==> config.mk <==
export PLATFORM = sky130hd
export DESIGN_NAME = istft_ola_ctrl
export DESIGN_NICKNAME = d
export VERILOG_FILES = /design/src/hw/rtl/istft_overlap_add_normalizer_macros.svh /design/src/hw/rtl/istft_ola_pkg.sv /design/src/hw/rtl/istft_ola_ctrl.sv
export SDC_FILE = /design/constraint.sdc
export NUM_CORES = 1
export LEC_CHECK = 0
export BUFFER_PORTS_ARGS = -buffer_cell sky130_fd_sc_hd__clkbuf_2
export CORE_MARGIN = 2
export CORE_UTILIZATION = 45
export CTS_BUF_LIST = sky130_fd_sc_hd__clkbuf_2
export DETAILED_ROUTE_END_ITERATION = 8
export PLACE_DENSITY = 0.71
export REMOVE_ABC_BUFFERS = 1
export SYNTH_ARGS = -nofsm -noshare
export SYNTH_HDL_FRONTEND = slang
export SYNTH_SLANG_ARGS = --single-unit
==> constraint.sdc <==
create_clock -name i_clk -period 1.35 [get_ports i_clk]
set_input_delay 0.2025 -clock i_clk [delete_from_list [all_inputs] [get_ports i_clk]]
set_output_delay 0.2025 -clock i_clk [all_outputs]
set_load 0.03 [all_outputs]
==> src/hw/rtl/istft_overlap_add_normalizer_macros.svh <==
// ----------------------------------------------------------------------------
// Assertion macros
// Shared property forms for the overlap-add normalizer checks.
// ----------------------------------------------------------------------------
`ifndef ISTFT_OVERLAP_ADD_NORMALIZER_MACROS_SVH
`define ISTFT_OVERLAP_ADD_NORMALIZER_MACROS_SVH

// Same-cycle implication, disabled during reset.
`define OLA_ASSERT_IMP(label, clk, rst_n, ante, cons) \
    label: assert property (@(posedge clk) disable iff (!rst_n) (ante) |-> (cons)) \
        else $error("overlap-add check failed");

// Next-cycle implication, disabled during reset.
`define OLA_ASSERT_NXT(label, clk, rst_n, ante, cons) \
    label: assert property (@(posedge clk) disable iff (!rst_n) (ante) |=> (cons)) \
        else $error("overlap-add check failed");

`endif

==> src/hw/rtl/istft_ola_pkg.sv <==
// ----------------------------------------------------------------------------
// istft_ola_pkg
// Types, codes and sizes shared by the overlap-add normalizer modules.
// ----------------------------------------------------------------------------
package istft_ola_pkg;

    localparam int MAX_FFT   = 4096;
    localparam int FFT_MIN   = 16;
    localparam int ADDR_W    = 12;
    localparam int CNT_W     = 13;
    localparam int K_W       = 16;
    localparam int FP_W      = 32;
    localparam int EM_W      = 24;
    localparam int LEN_W     = 29;
    localparam int SUM_W     = 48;
    localparam int WT_W      = 24;
    localparam int COEF_W    = 17;
    localparam int EPS_W     = 16;
    localparam int SMP_W     = 32;
    localparam int MUL_W     = 50;
    localparam int CFG_IDX_W = 3;
    localparam int CFG_DAT_W = 24;
    localparam int DIV_N_W   = 64;
    localparam int DIV_D_W   = 24;
    localparam int DIV_CNT_W = 7;

    localparam logic [1:0] FUNC_LOAD  = 2'd0;
    localparam logic [1:0] FUNC_PUSH  = 2'd1;
    localparam logic [1:0] FUNC_FLUSH = 2'd2;

    localparam logic [1:0] ST_OK       = 2'd0;
    localparam logic [1:0] ST_TOO_MANY = 2'd1;
    localparam logic [1:0] ST_EARLY    = 2'd2;
    localparam logic [1:0] ST_DONE     = 2'd3;

    localparam logic [CFG_IDX_W-1:0] CFG_FFT_SIZE    = 3'd0;
    localparam logic [CFG_IDX_W-1:0] CFG_HOP_SIZE    = 3'd1;
    localparam logic [CFG_IDX_W-1:0] CFG_FRAME_COUNT = 3'd2;
    localparam logic [CFG_IDX_W-1:0] CFG_CENTERED    = 3'd3;
    localparam logic [CFG_IDX_W-1:0] CFG_OUT_LENGTH  = 3'd4;
    localparam logic [CFG_IDX_W-1:0] CFG_EPSILON     = 3'd5;

    localparam logic [3:0] OP_NOP        = 4'd0;
    localparam logic [3:0] OP_CAPTURE    = 4'd1;
    localparam logic [3:0] OP_LOAD       = 4'd2;
    localparam logic [3:0] OP_MOD_FIN    = 4'd3;
    localparam logic [3:0] OP_MOD_ADD    = 4'd4;
    localparam logic [3:0] OP_RING_RD    = 4'd5;
    localparam logic [3:0] OP_FIN_LATCH  = 4'd6;
    localparam logic [3:0] OP_BYPASS     = 4'd7;
    localparam logic [3:0] OP_NORM_START = 4'd8;
    localparam logic [3:0] OP_NORM_DONE  = 4'd9;
    localparam logic [3:0] OP_ADD_WRITE  = 4'd10;
    localparam logic [3:0] OP_EMIT       = 4'd11;
    localparam logic [3:0] OP_CLEAR      = 4'd12;

    typedef struct packed {
        logic [1:0]              func;
        logic [ADDR_W-1:0]       index;
        logic signed [SMP_W-1:0] sample;
        logic [COEF_W-1:0]       synth_coef;
        logic [COEF_W-1:0]       product_coef;
    } t_in_item;

    typedef struct packed {
        logic signed [SMP_W-1:0] value;
        logic                    last;
        logic [1:0]              status;
    } t_out_item;

    typedef struct packed {
        logic [3:0] op;
        logic [1:0] status;
        logic       zero;
    } t_dp_cmd;

    typedef struct packed {
        logic [1:0] func;
        logic       clear_done;
        logic       div_busy;
        logic       frames_full;
        logic       fin_due;
        logic       frame_open;
        logic       out_done;
        logic       tail_left;
        logic       in_window;
        logic       below_eps;
        logic       out_free;
    } t_dp_sts;

endpackage

==> src/hw/rtl/istft_ola_ctrl.sv <==
// ----------------------------------------------------------------------------
// istft_ola_ctrl
// Sequencer for load, push and flush words and the ring clearing pass.
// ----------------------------------------------------------------------------
module istft_ola_ctrl (
    input  logic                    i_clk,
    input  logic                    i_rst_n,
    input  logic                    i_valid,
    input  istft_ola_pkg::t_dp_sts  i_sts,
    output istft_ola_pkg::t_dp_cmd  o_cmd,
    output logic                    o_ready
);
    import istft_ola_pkg::*;

    localparam logic [3:0] S_CLEAR     = 4'd0;
    localparam logic [3:0] S_IDLE      = 4'd1;
    localparam logic [3:0] S_PREP      = 4'd2;
    localparam logic [3:0] S_DECODE    = 4'd3;
    localparam logic [3:0] S_FIN_DIV   = 4'd4;
    localparam logic [3:0] S_FIN_WAIT  = 4'd5;
    localparam logic [3:0] S_FIN_RD    = 4'd6;
    localparam logic [3:0] S_FIN_LATCH = 4'd7;
    localparam logic [3:0] S_FIN_NORM  = 4'd8;
    localparam logic [3:0] S_NORM_WAIT = 4'd9;
    localparam logic [3:0] S_FIN_END   = 4'd10;
    localparam logic [3:0] S_EMIT      = 4'd11;
    localparam logic [3:0] S_ADD_DIV   = 4'd12;
    localparam logic [3:0] S_ADD_WAIT  = 4'd13;
    localparam logic [3:0] S_ADD_RD    = 4'd14;
    localparam logic [3:0] S_ADD_WR    = 4'd15;

    logic [3:0] r_state, n_state;
    logic [1:0] r_prep, n_prep;
    logic [1:0] r_status, n_status;
    logic       r_zero, n_zero;
    logic       r_cont, n_cont;
    logic       w_push;

    assign w_push = i_sts.func == FUNC_PUSH;

    always_comb begin
        n_state    = r_state;
        n_prep     = r_prep;
        n_status   = r_status;
        n_zero     = r_zero;
        n_cont     = r_cont;
        o_cmd.op     = OP_NOP;
        o_cmd.status = r_status;
        o_cmd.zero   = r_zero;
        unique case (r_state)
            S_CLEAR: begin
                if (i_sts.clear_done) begin
                    n_state = S_IDLE;
                end else begin
                    o_cmd.op = OP_CLEAR;
                end
            end
            S_IDLE: begin
                if (i_valid) begin
                    o_cmd.op = OP_CAPTURE;
                    n_prep   = '0;
                    n_state  = S_PREP;
                end
            end
            S_PREP: begin
                n_prep = r_prep + 1'b1;
                if (r_prep == 2'd2) begin
                    n_state = S_DECODE;
                end
            end
            S_DECODE: begin
                n_status = ST_OK;
                n_zero   = 1'b0;
                n_cont   = 1'b0;
                n_state  = S_IDLE;
                case (i_sts.func)
                    FUNC_LOAD: begin
                        o_cmd.op = OP_LOAD;
                    end
                    FUNC_PUSH: begin
                        if (i_sts.frames_full) begin
                            n_status = ST_TOO_MANY;
                            n_state  = S_EMIT;
                        end else begin
                            n_cont  = 1'b1;
                            n_state = i_sts.fin_due ? S_FIN_DIV : S_ADD_DIV;
                        end
                    end
                    FUNC_FLUSH: begin
                        if (i_sts.frame_open) begin
                            n_status = ST_EARLY;
                            n_state  = S_EMIT;
                        end else if (i_sts.out_done) begin
                            n_status = ST_DONE;
                            n_state  = S_EMIT;
                        end else if (i_sts.tail_left) begin
                            n_state = S_FIN_DIV;
                        end else begin
                            n_zero  = 1'b1;
                            n_state = S_EMIT;
                        end
                    end
                    default: ;
                endcase
            end
            S_FIN_DIV: begin
                o_cmd.op = OP_MOD_FIN;
                n_state  = S_FIN_WAIT;
            end
            S_FIN_WAIT: begin
                if (!i_sts.div_busy) begin
                    n_state = S_FIN_RD;
                end
            end
            S_FIN_RD: begin
                o_cmd.op = OP_RING_RD;
                n_state  = S_FIN_LATCH;
            end
            S_FIN_LATCH: begin
                o_cmd.op = OP_FIN_LATCH;
                n_state  = S_FIN_NORM;
            end
            S_FIN_NORM: begin
                if (i_sts.below_eps) begin
                    o_cmd.op = OP_BYPASS;
                    n_state  = S_FIN_END;
                end else begin
                    o_cmd.op = OP_NORM_START;
                    n_state  = S_NORM_WAIT;
                end
            end
            S_NORM_WAIT: begin
                if (!i_sts.div_busy) begin
                    o_cmd.op = OP_NORM_DONE;
                    n_state  = S_FIN_END;
                end
            end
            S_FIN_END: begin
                n_cont = w_push;
                if (i_sts.in_window) begin
                    n_state = S_EMIT;
                end else begin
                    n_state = w_push ? S_ADD_DIV : S_IDLE;
                end
            end
            S_EMIT: begin
                if (i_sts.out_free) begin
                    o_cmd.op = OP_EMIT;
                    n_state  = r_cont ? S_ADD_DIV : S_IDLE;
                end
            end
            S_ADD_DIV: begin
                o_cmd.op = OP_MOD_ADD;
                n_state  = S_ADD_WAIT;
            end
            S_ADD_WAIT: begin
                if (!i_sts.div_busy) begin
                    n_state = S_ADD_RD;
                end
            end
            S_ADD_RD: begin
                o_cmd.op = OP_RING_RD;
                n_state  = S_ADD_WR;
            end
            S_ADD_WR: begin
                o_cmd.op = OP_ADD_WRITE;
                n_state  = S_IDLE;
            end
            default: begin
                n_state = S_IDLE;
            end
        endcase
    end

    always_ff @(posedge i_clk) begin
        if (!i_rst_n) begin
            r_state  <= S_CLEAR;
            r_prep   <= '0;
            r_status <= ST_OK;
            r_zero   <= 1'b0;
            r_cont   <= 1'b0;
        end else begin
            r_state  <= n_state;
            r_prep   <= n_prep;
            r_status <= n_status;
            r_zero   <= n_zero;
            r_cont   <= n_cont;
        end
    end

    assign o_ready = r_state == S_IDLE;

endmodule

**Word level (Yosys, flattened, before mapping)**

Index checks and enable logic that the tools add are counted.

- Flip-flop bits (word level): 10
- Bits of input ports: 15
- Output and inout port bits: 8
- Word-level logic and storage cells: 76

- Add/sub/neg operators: 1
- Eq/ne operators: 25
- Muxes and demuxes: 38
- Reductions and logical operators: 7

Operator list:

| kind | number |
|---|---|
| $mux W4 | 19 |
| $pmux W4 S16 | 1 |
| $pmux W4 S11 | 1 |
| $eq A4 B4 Y1 const B | 8 |
| $eq A4 B3 Y1 const B | 4 |
| $ne A2 B2 Y1 const B | 7 |
| $mux W2 | 5 |
| $eq A4 B2 Y1 const B | 2 |
| $mux W1 | 8 |
| $pmux W2 S2 | 2 |
| $pmux W4 S2 | 1 |
| $reduce_and A7 Y1 | 1 |
| $eq A2 B2 Y1 const B | 2 |
| $eq A4 B1 Y1 const B | 1 |
| $logic_not A4 Y1 | 1 |
| $reduce_bool A2 Y1 | 2 |
| $add A2 B1 Y2 const B | 1 |
| $eq A2 B1 Y1 const B | 1 |
| $logic_not A2 Y1 | 1 |
| $pmux W1 S2 | 1 |
| $reduce_and A2 Y1 | 1 |
| $reduce_or A2 Y1 | 1 |

**Longest topological paths before layout**

Gate-level depths: netlist (run 1).

- Word-level depth: 5
- Gate-level depth with buffers: 7
- Depth with buffers taken out: 7

**Worst setup path before layout (run 1)**

OpenSTA, ideal clock, no wires.

- Kind: reg2out
- Start: reg r_state[0]
- End: out o_cmd[6] (netlist name)
- Data arrival time: 1.659 ns
- Data required time: 1.148 ns
- Setup slack: -0.512 ns
- Cell stages (with the launch flop): 6
- Path buffers: 1
- Cell sequence: dfxtp_1 > buf_2 > or2_1 > nor3_1 > a41oi_1 > o21ai_0

RTL lines:

| what | RTL line | RTL |
|---|---|---|
| start, declared | istft_ola_ctrl.sv:32 | `logic [3:0] r_state, n_state;` |
| start signal, assigned | istft_ola_ctrl.sv:183 | `r_state <= n_state;` |
| end, declared | istft_ola_ctrl.sv:10 | `output istft_ola_pkg::t_dp_cmd o_cmd,` |

==> results.md, run 1 <==
- Clock Skew: around 22 ps
- Synth Area in Simple Gates: 32.3%
- Via count: 1393
- CTS Buf Count: 3
- Max VDD drop: about 1.1 mV
- Die H: between 50 and 60 µm
- Share of layout cells above drive strength 1: around 54%
- Type of the worst setup path: register to output port
- Global-route wire length before repair: 5.80 mm
- Least-Margin Pin Slew: around 400 ps
- Buffers on Ports: 22
- Hold Vio Cnt, Final: 0
- FF-to-FF Start: r_state[0]
- Initial antenna violation count: 0
- Critical Path End Type: output port
- Initial Utilization: 46.9%
- Worst R2R Path Depth: 7
- Routed wire length: between 4 and 5 mm
- Detailed-route DRC error count: 0
- First-pass DRT Iterations: 5
- Pre-CTS setup slack: -367 ps
- Die footprint: about 2700 µm²
- Yosys warns: 0
- Cells after synthesis: roughly 140
- DRT met1 WL: about 1.6 mm
- Routability cong.: approximately 1
- Core Area: around 2200 µm²
- Iter 0 DRT Violations: between 60 and 70
- WL met3: about 250 µm
- Layout Area Growth over Synthesis: 72.4%
- DR top layer: met4
- Vias in the first global route: between 1000 and 1500
- Netlist cell types: 44
- CTS clk-pin slew, worst paths: about 120 ps
- Register area share after synthesis: between 10% and 20%
- Worst reg-to-reg setup slack: -320 ps
- CP startpoint kind: register
- Hold crit path type: input port to register
- Post-DP HPWL: ~2.4 mm
- Switching Share: between 40% and 50%
- Fmax: around 0.53 GHz
- Clock root cell: clkbuf_2
- Internal power: ~1600 µW
- Global route total overflow: 0
- Outcome: complete, but fails checks
- Post-synthesis mux area share: 2.95%
- Xor/xnor cell area share of the yosys netlist: 0%
- Longest Clk Path Bufs: 2
- Slew Limit Headroom: 72.7%
- Smallest hold slack: around 240 ps
- Hold depth: 3
- Avg WL per Cell: 17.5 µm
- Final setup fails: 12
- Worst Hold Launch: i_rst_n
- Remaining antenna violation count: 0
- Failing checks: negative setup slack
- Synth Area in Adders: under 10%
- Worst setup margin: -520 ps
- H-Tree Depth: 1
- R2R Path End: r_state[3]
- Worst Path Max Fanout: 6
- Period utilization: 139%
- Row Count: 17
- CP required: around 1200 ps
- Register share of total power: about 14%
- RSZ-0062 raised after global routing: yes
- WHS Endpoint: r_state[2]
- GRT Total Usage: slightly below 30%
- FF+latch count, synth: 10
- Clk_lat worst skew: slightly below 300 ps
- Clock sinks: 10
- Boundary Pins: 23
- Gate power share: between 70% and 80%
- ANT cells: 0
- Compound-cell area share of the yosys netlist: a little under a third
- Async set-or-reset flop fraction in the synthesized netlist: 0%
- Die width: 51.5 µm
- Leak: 0.000769 µW
- Max cap viols: 0
- Max-slew violation count: 0
- Vias/cell: approximately 5.9
- Largest net degree at the start of global routing: 11
- Minimum clock period: 1870 ps
- PD cells: around 1700 nW/µm²
- Mapped cell area: slightly above 1000 µm²
- Top FF cell, synth: dfxtp_1
- Psw: approximately 1300 µW
- Post-synth EDFFs: 0
- Met2 wire length: 2.13 mm
- Nets: 228
- Synth Area per Inst: roughly 7.1 µm²
- Largest family of logic cells by synthesized area: simple AND/OR/NAND/NOR gates
- Clock share of power: between 6 and 7%
- TritonCTS clock tree: yes
- Arr. time, crit path: about 1700 ps
[per-stage QoR]
stage | utilization, % | instance area, µm² | total power [µW] | cells | setup TNS, ps
2_1_floorplan | - | 956 | 1240 | 134 | -3310
3_3_place_gp | 63.1 | 1370 | 1870 | 218 | -1700
3_5_place_dp | 63.1 | 1370 | 1920 | 218 | -2610
4_1_cts | 75.2 | 1630 | 2610 | 231 | -2190
5_1_grt | 80.9 | 1750 | 3120 | 236 | -3820
6_report | 80.9 | 1750 | 2970 | 236 | -3090
[metal layers]
metal,vias to the layer above,track usage (%)
li1,651,-
met2,85,55.3
met3,21,4.60
met4,0,12.7
met1,636,32.4
met5,-,0
[worst max-delay path by stage]
stage,startpoint,to
after global placement,r_state[1],o_cmd[6]
after floorplan,r_state[0],o_cmd[6]
final,r_state[0],o_cmd[6]
after CTS,r_state[1],o_cmd[6]
after detailed placement,r_state[1],o_cmd[6]
after global routing,r_state[1],o_cmd[6]
[worst max-delay path, stage by stage (launching register included)]
cell and delay, ps:
dfxtp_4 390, buf_6 130, buf_4 140, and3_1 180, o21ai_0 220, o21ai_1 120
buf_4 180
[cell families after synthesis]
family | after synthesis
multiplexers | 3
adder cells (fa/ha/maj) | 4
AND/OR/NAND/NOR | 62
flip-flops | 10
AO/OA/AOI/OAI | 46
buffers and inverters | 19
[layout by cell type, fill, tap and decap left out, drive strengths merged, types with 2 or more instances in the layout]
cell type	Yosys	layout
nor2	12	12
inv	9	9
a211oi	2	2
nand3b	2	2
o21ai	12	12
nand2b	3	3
buf	7	53
nand4	2	2
a32oi	4	4
a31oi	2	2
dfxtp	10	10
nand2	19	19
or3b	2	2
or2	2	2
nor2b	5	5
ha	4	4
and2b	2	2
o221ai	3	3
a22oi	2	2
nand3	3	3
mux2i	3	3
a21boi	2	2
nor3	4	4
a21oi	13	13
clkbuf	3	20
[Yosys cell counts, drive strengths merged, types with 2 or more instances]
| cell type | instances | area, µm² |
|---|---|---|
| nor3 | 4 | 20.0 |
| a31oi | 2 | 12.5 |
| o221ai | 3 | 26.3 |
| or2 | 2 | 15.0 |
| dfxtp | 10 | 200 |
| a21boi | 2 | 15.0 |
| ha | 4 | 50.1 |
| a22oi | 2 | 15.0 |
| and2b | 2 | 15.0 |
| a21oi | 13 | 65.1 |
| inv | 9 | 33.8 |
| a32oi | 4 | 35.0 |
| nand2 | 19 | 71.3 |
| or3b | 2 | 17.5 |
| clkbuf | 3 | 11.3 |
| o21ai | 12 | 60.1 |
| nand3 | 3 | 15.0 |
| a211oi | 2 | 15.0 |
| nand2b | 3 | 18.8 |
| buf | 7 | 50.1 |
| nor2 | 12 | 47.6 |
| nand3b | 2 | 15.0 |
| mux2i | 3 | 30.0 |
| nor2b | 5 | 31.3 |
| nand4 | 2 | 12.5 |
[state kept, by name, summed over array words and instances (netlist names)]
| register | cells |
|---|---|
| r_cont | 1 |
| r_prep | 2 |
| r_state | 4 |
| r_status | 2 |
| r_zero | 1 |
[area by class of cell]
cell class	count	area [µm²]
inverter	9	33.8
multi-input combinational	115	892
clock buffer	3	15.0
timing repair buffer	70	559
fill	159	415
clock inverter	1	3.75
sequential	10	215
tap	28	35.0
[power by group through the flow]
stage,logic (µW),clock network (µW),registers [µW]
finish,2350,187,431
detailed placement,1480,0,441
global route,2480,203,437
floorplan,735,0,504
CTS,2000,184,430
global placement,1430,0,432
[what timing repair did]
item / CTS / global route
gates resized for setup: 54 / 32
endpoints found under the setup margin: 15 / 15
pin swaps: 13 / 22
hold buffers: 0 / 0
setup buffers: 9 / 8
Power figures use the tool's default switching activity.
==> inputs of run 2 (changes only) <==
--- a/config.mk
+++ b/config.mk
@@ -10,7 +10,7 @@
 export CORE_UTILIZATION = 45
 export CTS_BUF_LIST = sky130_fd_sc_hd__clkbuf_2
 export DETAILED_ROUTE_END_ITERATION = 8
-export PLACE_DENSITY = 0.71
+export PLACE_DENSITY = 0.68
 export REMOVE_ABC_BUFFERS = 1
 export SYNTH_ARGS = -nofsm -noshare
 export SYNTH_HDL_FRONTEND = slang
==> constraint.sdc (replaced) <==
create_clock -name i_clk -period 2.3 [get_ports i_clk]
set_input_delay 0.345 -clock i_clk [delete_from_list [all_inputs] [get_ports i_clk]]
set_output_delay 0.345 -clock i_clk [all_outputs]
set_load 0.03 [all_outputs]
==> run 2 against run 1 <==
Effect of this change:
- the run now ends clean
- clock skew down 12 ps
- design area fell by 34%
- critical path depth shrank 1
- utilization decreased by 28 points
- combinational power down 74%
- count of clock-buffer cells in the layout did not move
- flip-flop and latch count unchanged
- register-to-register slack better by 700 ps
- total power down 66%
==> results.md, run 2 (same netlist as run 1, synthesis figures left out) <==
- Outcome: completed
- Critical path's slowest cell: dfxtp_1
- Top reg by flops: r_state
- Share of layout cells above drive strength 1: ~22%
- Nets: between 150 and 200
- Vias in the first global route: 977
- Global route total overflow: 0
- Critical Path End Type: output port
- Pre-CTS setup slack: ~410 ps
- Clock root cell: clkbuf_2
- Placed Instances: 188
- RSZ-0062 raised after global routing: no
- Die H: ~52 µm
- H-Tree Depth: 1
- First-pass DRT Iterations: 4
- Clock sinks: 10
- Die footprint: between 2000 and 3000 µm²
- Final setup fails: 0
- Crit path launch: r_state[0]
- Fmax: between 0.4 and 0.5 GHz
- Post-DP HPWL: 1.97 mm
- Buffers on Ports: 22
- Clk_lat worst skew: 250 ps
- Hold Vio Cnt, Final: 0
- Core Area: around 2200 µm²
- Crit path max-delay family: flip-flops
- Avg WL per Cell: between 10 and 15 µm
- Max cap viols: 0
- CP required: slightly below 2000 ps
- Vias/cell: between 5 and 6
- ANT cells: 0
- Slew Limit Headroom: between 60% and 70%
- Initial antenna violation count: 0
- Largest registers: r_state x4, r_prep x2, r_status x2
- Fin cells: 192
- CTS clk-pin slew, worst paths: roughly 100 ps
- Most common cell after layout, fill and taps aside: clkbuf_2
- Die width: 51.5 µm
- Boundary Pins: 23
- Arr. time, crit path: around 1800 ps
- Crit-path cells: buf_4 -> and2b_1 -> nand2_1 -> o221ai_1 -> clkbuf_2
- Layout Area Growth over Synthesis: 13.2%
- Type of the worst setup path: register to output port
- Routed wire length: 2.55 mm
- Longest Clk Path Bufs: 2
- Leak: 0.000476 µW
- Hold crit path type: input port to register
- WP buf/inv: 2
- Clock Skew: ~9.5 ps
- Max reg flops: 4
- CTS Buf Count: 3
- Largest net degree at the start of global routing: 21
- Least-Margin Pin Slew: around 500 ps
- Global-route wire length before repair: ~4.2 mm
- Max VDD drop: a little over 0.4 mV
- Worst Path Max Fanout: 14
- Iter 0 DRT Violations: 36
- Worst Hold Launch: i_rst_n
- Most frequent cells in the layout: clkbuf_2, nand2_1, a21oi_1
- Crit-path max cell delay: roughly 640 ps
- Fill cells: 244
- Fin util: about 53%
- Via count: approximately 1100
- Row Count: 17
- Remaining antenna violation count: 0
- CP startpoint kind: register
- Hold Buf Count CTS: 0
- PD cells: 867 nW/µm²
- Worst setup margin: between 150 and 200 ps
- Minimum clock period: approximately 2100 ps
- Initial Utilization: 46.9%
- Max-slew violation count: 0
- GRT Total Usage: around a fifth
- Routability cong.: ~0.9
- Detailed-route DRC error count: 0
- Period utilization: between 90% and 100%
- FF-to-FF Start: r_state[2]
- TritonCTS clock tree: yes
- TNS Setup: 0 ps
[run 2: power breakdown]
part           internal, µW  switching, µW  leakage [µW]
clock network          37.8           55.8     0.0000140
registers               208           91.3     0.0000816
logic                   246            359      0.000380
[run 2: final cells by class]
| cell class | count | area, µm² | area share [%] |
|---|---|---|---|
| Clock inverter | 1 | 3.75 | 0.326 |
| Timing Repair Buffer | 26 | 140 | 12.2 |
| Inverter | 9 | 33.8 | 2.93 |
| Tap cell | 28 | 35.0 | 3.04 |
| Clock buffer | 3 | 15.0 | 1.30 |
| Sequential cell | 10 | 201 | 17.5 |
| Multi-Input combinational cell | 115 | 722 | 62.7 |
[run 2: timing repair]
action | 4_1_cts | 5_1_grt
buffers inserted | 0 | 0
gates resized for setup | 0 | 1
endpoints found under the setup margin | 0 | 2
[run 2: metal layers]
metal | global-route usage, % | vias to the layer above | wire, µm
li1 | - | 559 | -
met4 | 5.26 | 0 | 0
met2 | 34.6 | 33 | 1290
met3 | 3.74 | 0 | 105
met5 | 0 | - | 0
met1 | 27.2 | 523 | 1160
[run 2: worst min-delay path: stages]
cell,delay [ps]
clkbuf_2,170
nand2_1,90
a21oi_1,30
[run 2: metrics by stage]
step           hold WS [ps]  power (µW)  area, µm²
2_1_floorplan           444         727        956
3_3_place_gp            452         884       1130
3_5_place_dp            458         897       1130
4_1_cts                 418         992       1150
5_1_grt                 426        1090       1150
6_report                419         998       1150
[run 2: path summary, 6_finish.rpt]
check	end	slack (ps)	depth (start not counted)
worst max register to register	r_state[0]	380	6
worst min register to register	r_zero	470	2
worst min-delay path	r_prep[1]	420	3
worst max-delay path	o_cmd[3]	180	5
==> inputs of run 3 (changes only) <==
--- a/config.mk
+++ b/config.mk
@@ -5,12 +5,13 @@
 export SDC_FILE = /design/constraint.sdc
 export NUM_CORES = 1
 export LEC_CHECK = 0
+export ABC_AREA = 1
 export BUFFER_PORTS_ARGS = -buffer_cell sky130_fd_sc_hd__clkbuf_2
 export CORE_MARGIN = 2
 export CORE_UTILIZATION = 45
 export CTS_BUF_LIST = sky130_fd_sc_hd__clkbuf_2
 export DETAILED_ROUTE_END_ITERATION = 8
-export PLACE_DENSITY = 0.68
+export PLACE_DENSITY = 0.69
 export REMOVE_ABC_BUFFERS = 1
 export SYNTH_ARGS = -nofsm -noshare
 export SYNTH_HDL_FRONTEND = slang
==> run 3 against run 2 <==
Effect of this change:
- non-clock buffer count decreased by 4
- design area decreased by 3.4%
- final cell count increased by 9.9%
- routed wire length decreased by 16%
- first-iteration DRC count decreased by 42%
- critical path depth increased by 3
==> results.md, run 3 <==
- Post-DP HPWL: between 1.5 and 2 mm
- Hold crit path type: input port to register
- Boundary Pins: 23
- ANT cells: 0
- Max-slew violation count: 0
- Period utilization: between 80% and 90%
- Global route total overflow: 0
- Synth area leader: dfxtp_1
- Outcome: completed
- Most frequent cells in the layout: nand2_1, inv_1, clkbuf_2
- Routability cong.: about 0.9
- Max VDD drop: between 0.4 and 0.5 mV
- Final setup fails: 0
- Max reg flops: 4
- Initial antenna violation count: 0
- Detailed-route DRC error count: 0
- CTS Buf Count: 3
- Vias in the first global route: between 900 and 1000
- Yosys warns: 0
- Post-cts resize count: 0
- FF+latch count, synth: 10
- Register area share after synthesis: between 20% and 30%
- Setup repair bufs after CTS: 0
- Synth Area per Inst: slightly above 6 µm²
- Remaining antenna violation count: 0
- Via count: 1030
- Ranking of synthesized cells by area: dfxtp_1, nand2_1, inv_1
- Post-synth top area share: 20.7%
- Least-Margin Pin Slew: just over 400 ps
- Critical Path End Type: output port
- Core Area: 2000 µm²
- PD cells: slightly below 700 nW/µm²
- Minimum clock period: between 1500 and 2000 ps
- TritonCTS clock tree: yes
- Longest Clk Path Bufs: 2
- Initial Utilization: about half
- Top FF cell, synth: dfxtp_1
- Routed wire length: between 2 and 2.5 mm
- Buffers on Ports: 22
- Post-synth top cells: nand2_1, inv_1, nor2_1, a21oi_1, nand3_1
- CTS clk-pin slew, worst paths: 100 ps
- Fill cells: roughly 220
- Iter 0 DRT Violations: 21
- Global-route wire length before repair: just under 4 mm
- Max cap viols: 0
- Row Count: 16
- RSZ-0062 raised after global routing: no
- Type of the worst setup path: register to output port
- H-Tree Depth: 1
- Layout Area Growth over Synthesis: 14.9%
- GRT Total Usage: between 10% and 20%
- Arr. time, crit path: approximately 1700 ps
- Die H: between 50 and 60 µm
- TNS Setup: 0 ps
- Clk_lat worst skew: roughly 240 ps
- Top reg by flops: r_state
- Vias/cell: just under 5
- Nets: 204
- Clock root cell: clkbuf_2
- Avg WL per Cell: around 10 µm
- Die width: between 50 and 60 µm
- Fin util: between 50% and 60%
- CP required: 1960 ps
- Fmax: between 0.5 and 0.6 GHz
- Mapped cell area: ~970 µm²
- Smallest hold slack: between 300 and 400 ps
- Hold Buf Count CTS: 0
- First-pass DRT Iterations: 6
- Async set-or-reset flop fraction in the synthesized netlist: 0%
- Die footprint: between 2000 and 3000 µm²
- Leak: 0.000587 µW
- Clock sinks: 10
- Netlist cell types: 30
- Cells after synthesis: 160
- Slew Limit Headroom: between 70% and 80%
- Largest net degree at the start of global routing: 10
- Largest registers: r_state x4, r_prep x2, r_status x2
- Clock Skew: around 7.3 ps
- CP startpoint kind: register
- Most common cell after layout, fill and taps aside: nand2_1
- Post-synth EDFFs: 0
- Hold Vio Cnt, Final: 0
- Share of layout cells above drive strength 1: about 22%
- Worst Path Max Fanout: 9
- Top-count cell post-synth: nand2_1
## run 3: changes by cell type after synthesis, moves of 4 or more
cell / delta
o21ai_0: -4
buf_2: -4
nor2_1: +7
a32oi_1: -4
nand3_1: +8
nand2_1: +18
inv_1: +21
nor2b_1: -5
## run 3: worst paths after layout
check | slack [ps] | to | depth (start not counted) | start
setup / recovery | 300 | o_cmd[3] | 8 | r_state[2]
hold / removal | 340 | r_state[0] | 3 | i_rst_n
setup reg to reg | 750 | r_state[0] | 9 | r_state[2]
hold reg to reg | 470 | r_status[1] | 2 | r_status[1]
## run 3: cell type report
type,count,area (µm²),share of cell area [%]
Clock buffer,3,15.0,1.35
Clock inverter,1,3.75,0.337
Inverter,34,128,11.5
Multi-Input combinational cell,114,622,55.9
Sequential cell,10,200,18.0
Tap cell,27,33.8,3.04
Timing Repair Buffer,22,110,9.90
## run 3: worst max-delay path, cell delays in order (launching register included)
cell and delay (ps):
dfxtp_1 590, nor2_8 80, nand2_1 90, inv_1 50, nand2_1 110, nand3_1 90
nor3_1 140, nand2_1 70, clkbuf_2 180
## run 3: kinds of logic (layout without fill, tap and decap cells)
logic type / count (synthesis) / count (layout) / synth area share [%]
buffers and inverters: 36 / 60 / 15.1
and+or+nand+nor: 83 / 83 / 42.0
DFF: 10 / 10 / 20.7
adders and majority gates: 4 / 4 / 5.17
AOI/OAI and AO/OA: 27 / 27 / 17.1
## run 3: metal layers
metal	track usage [%]	wire length, µm	share of wire [%]	vias up
li1	-	-	-	555
met1	25.9	1120	52	458
met2	31.8	983	46	15
met3	2.68	33	1.5	2
met4	4.05	6	0.28	0
met5	0	0	0	-
## run 3: power by group
group | total [µW] | switching (µW) | internal [µW]
clock network | 91.5 | 53.6 | 37.8
logic | 432 | 292 | 140
registers | 226 | 28.5 | 197
total | 750 | 374 | 375
## run 3: through the flow
step	area, µm²	worst slack (ps)	instances	power [µW]
finish	1110	301	211	750
global route	1110	123	211	835
CTS	1110	297	211	761
detailed placement	1090	583	207	665
global placement	1090	609	207	662
floorplan	950	715	158	558
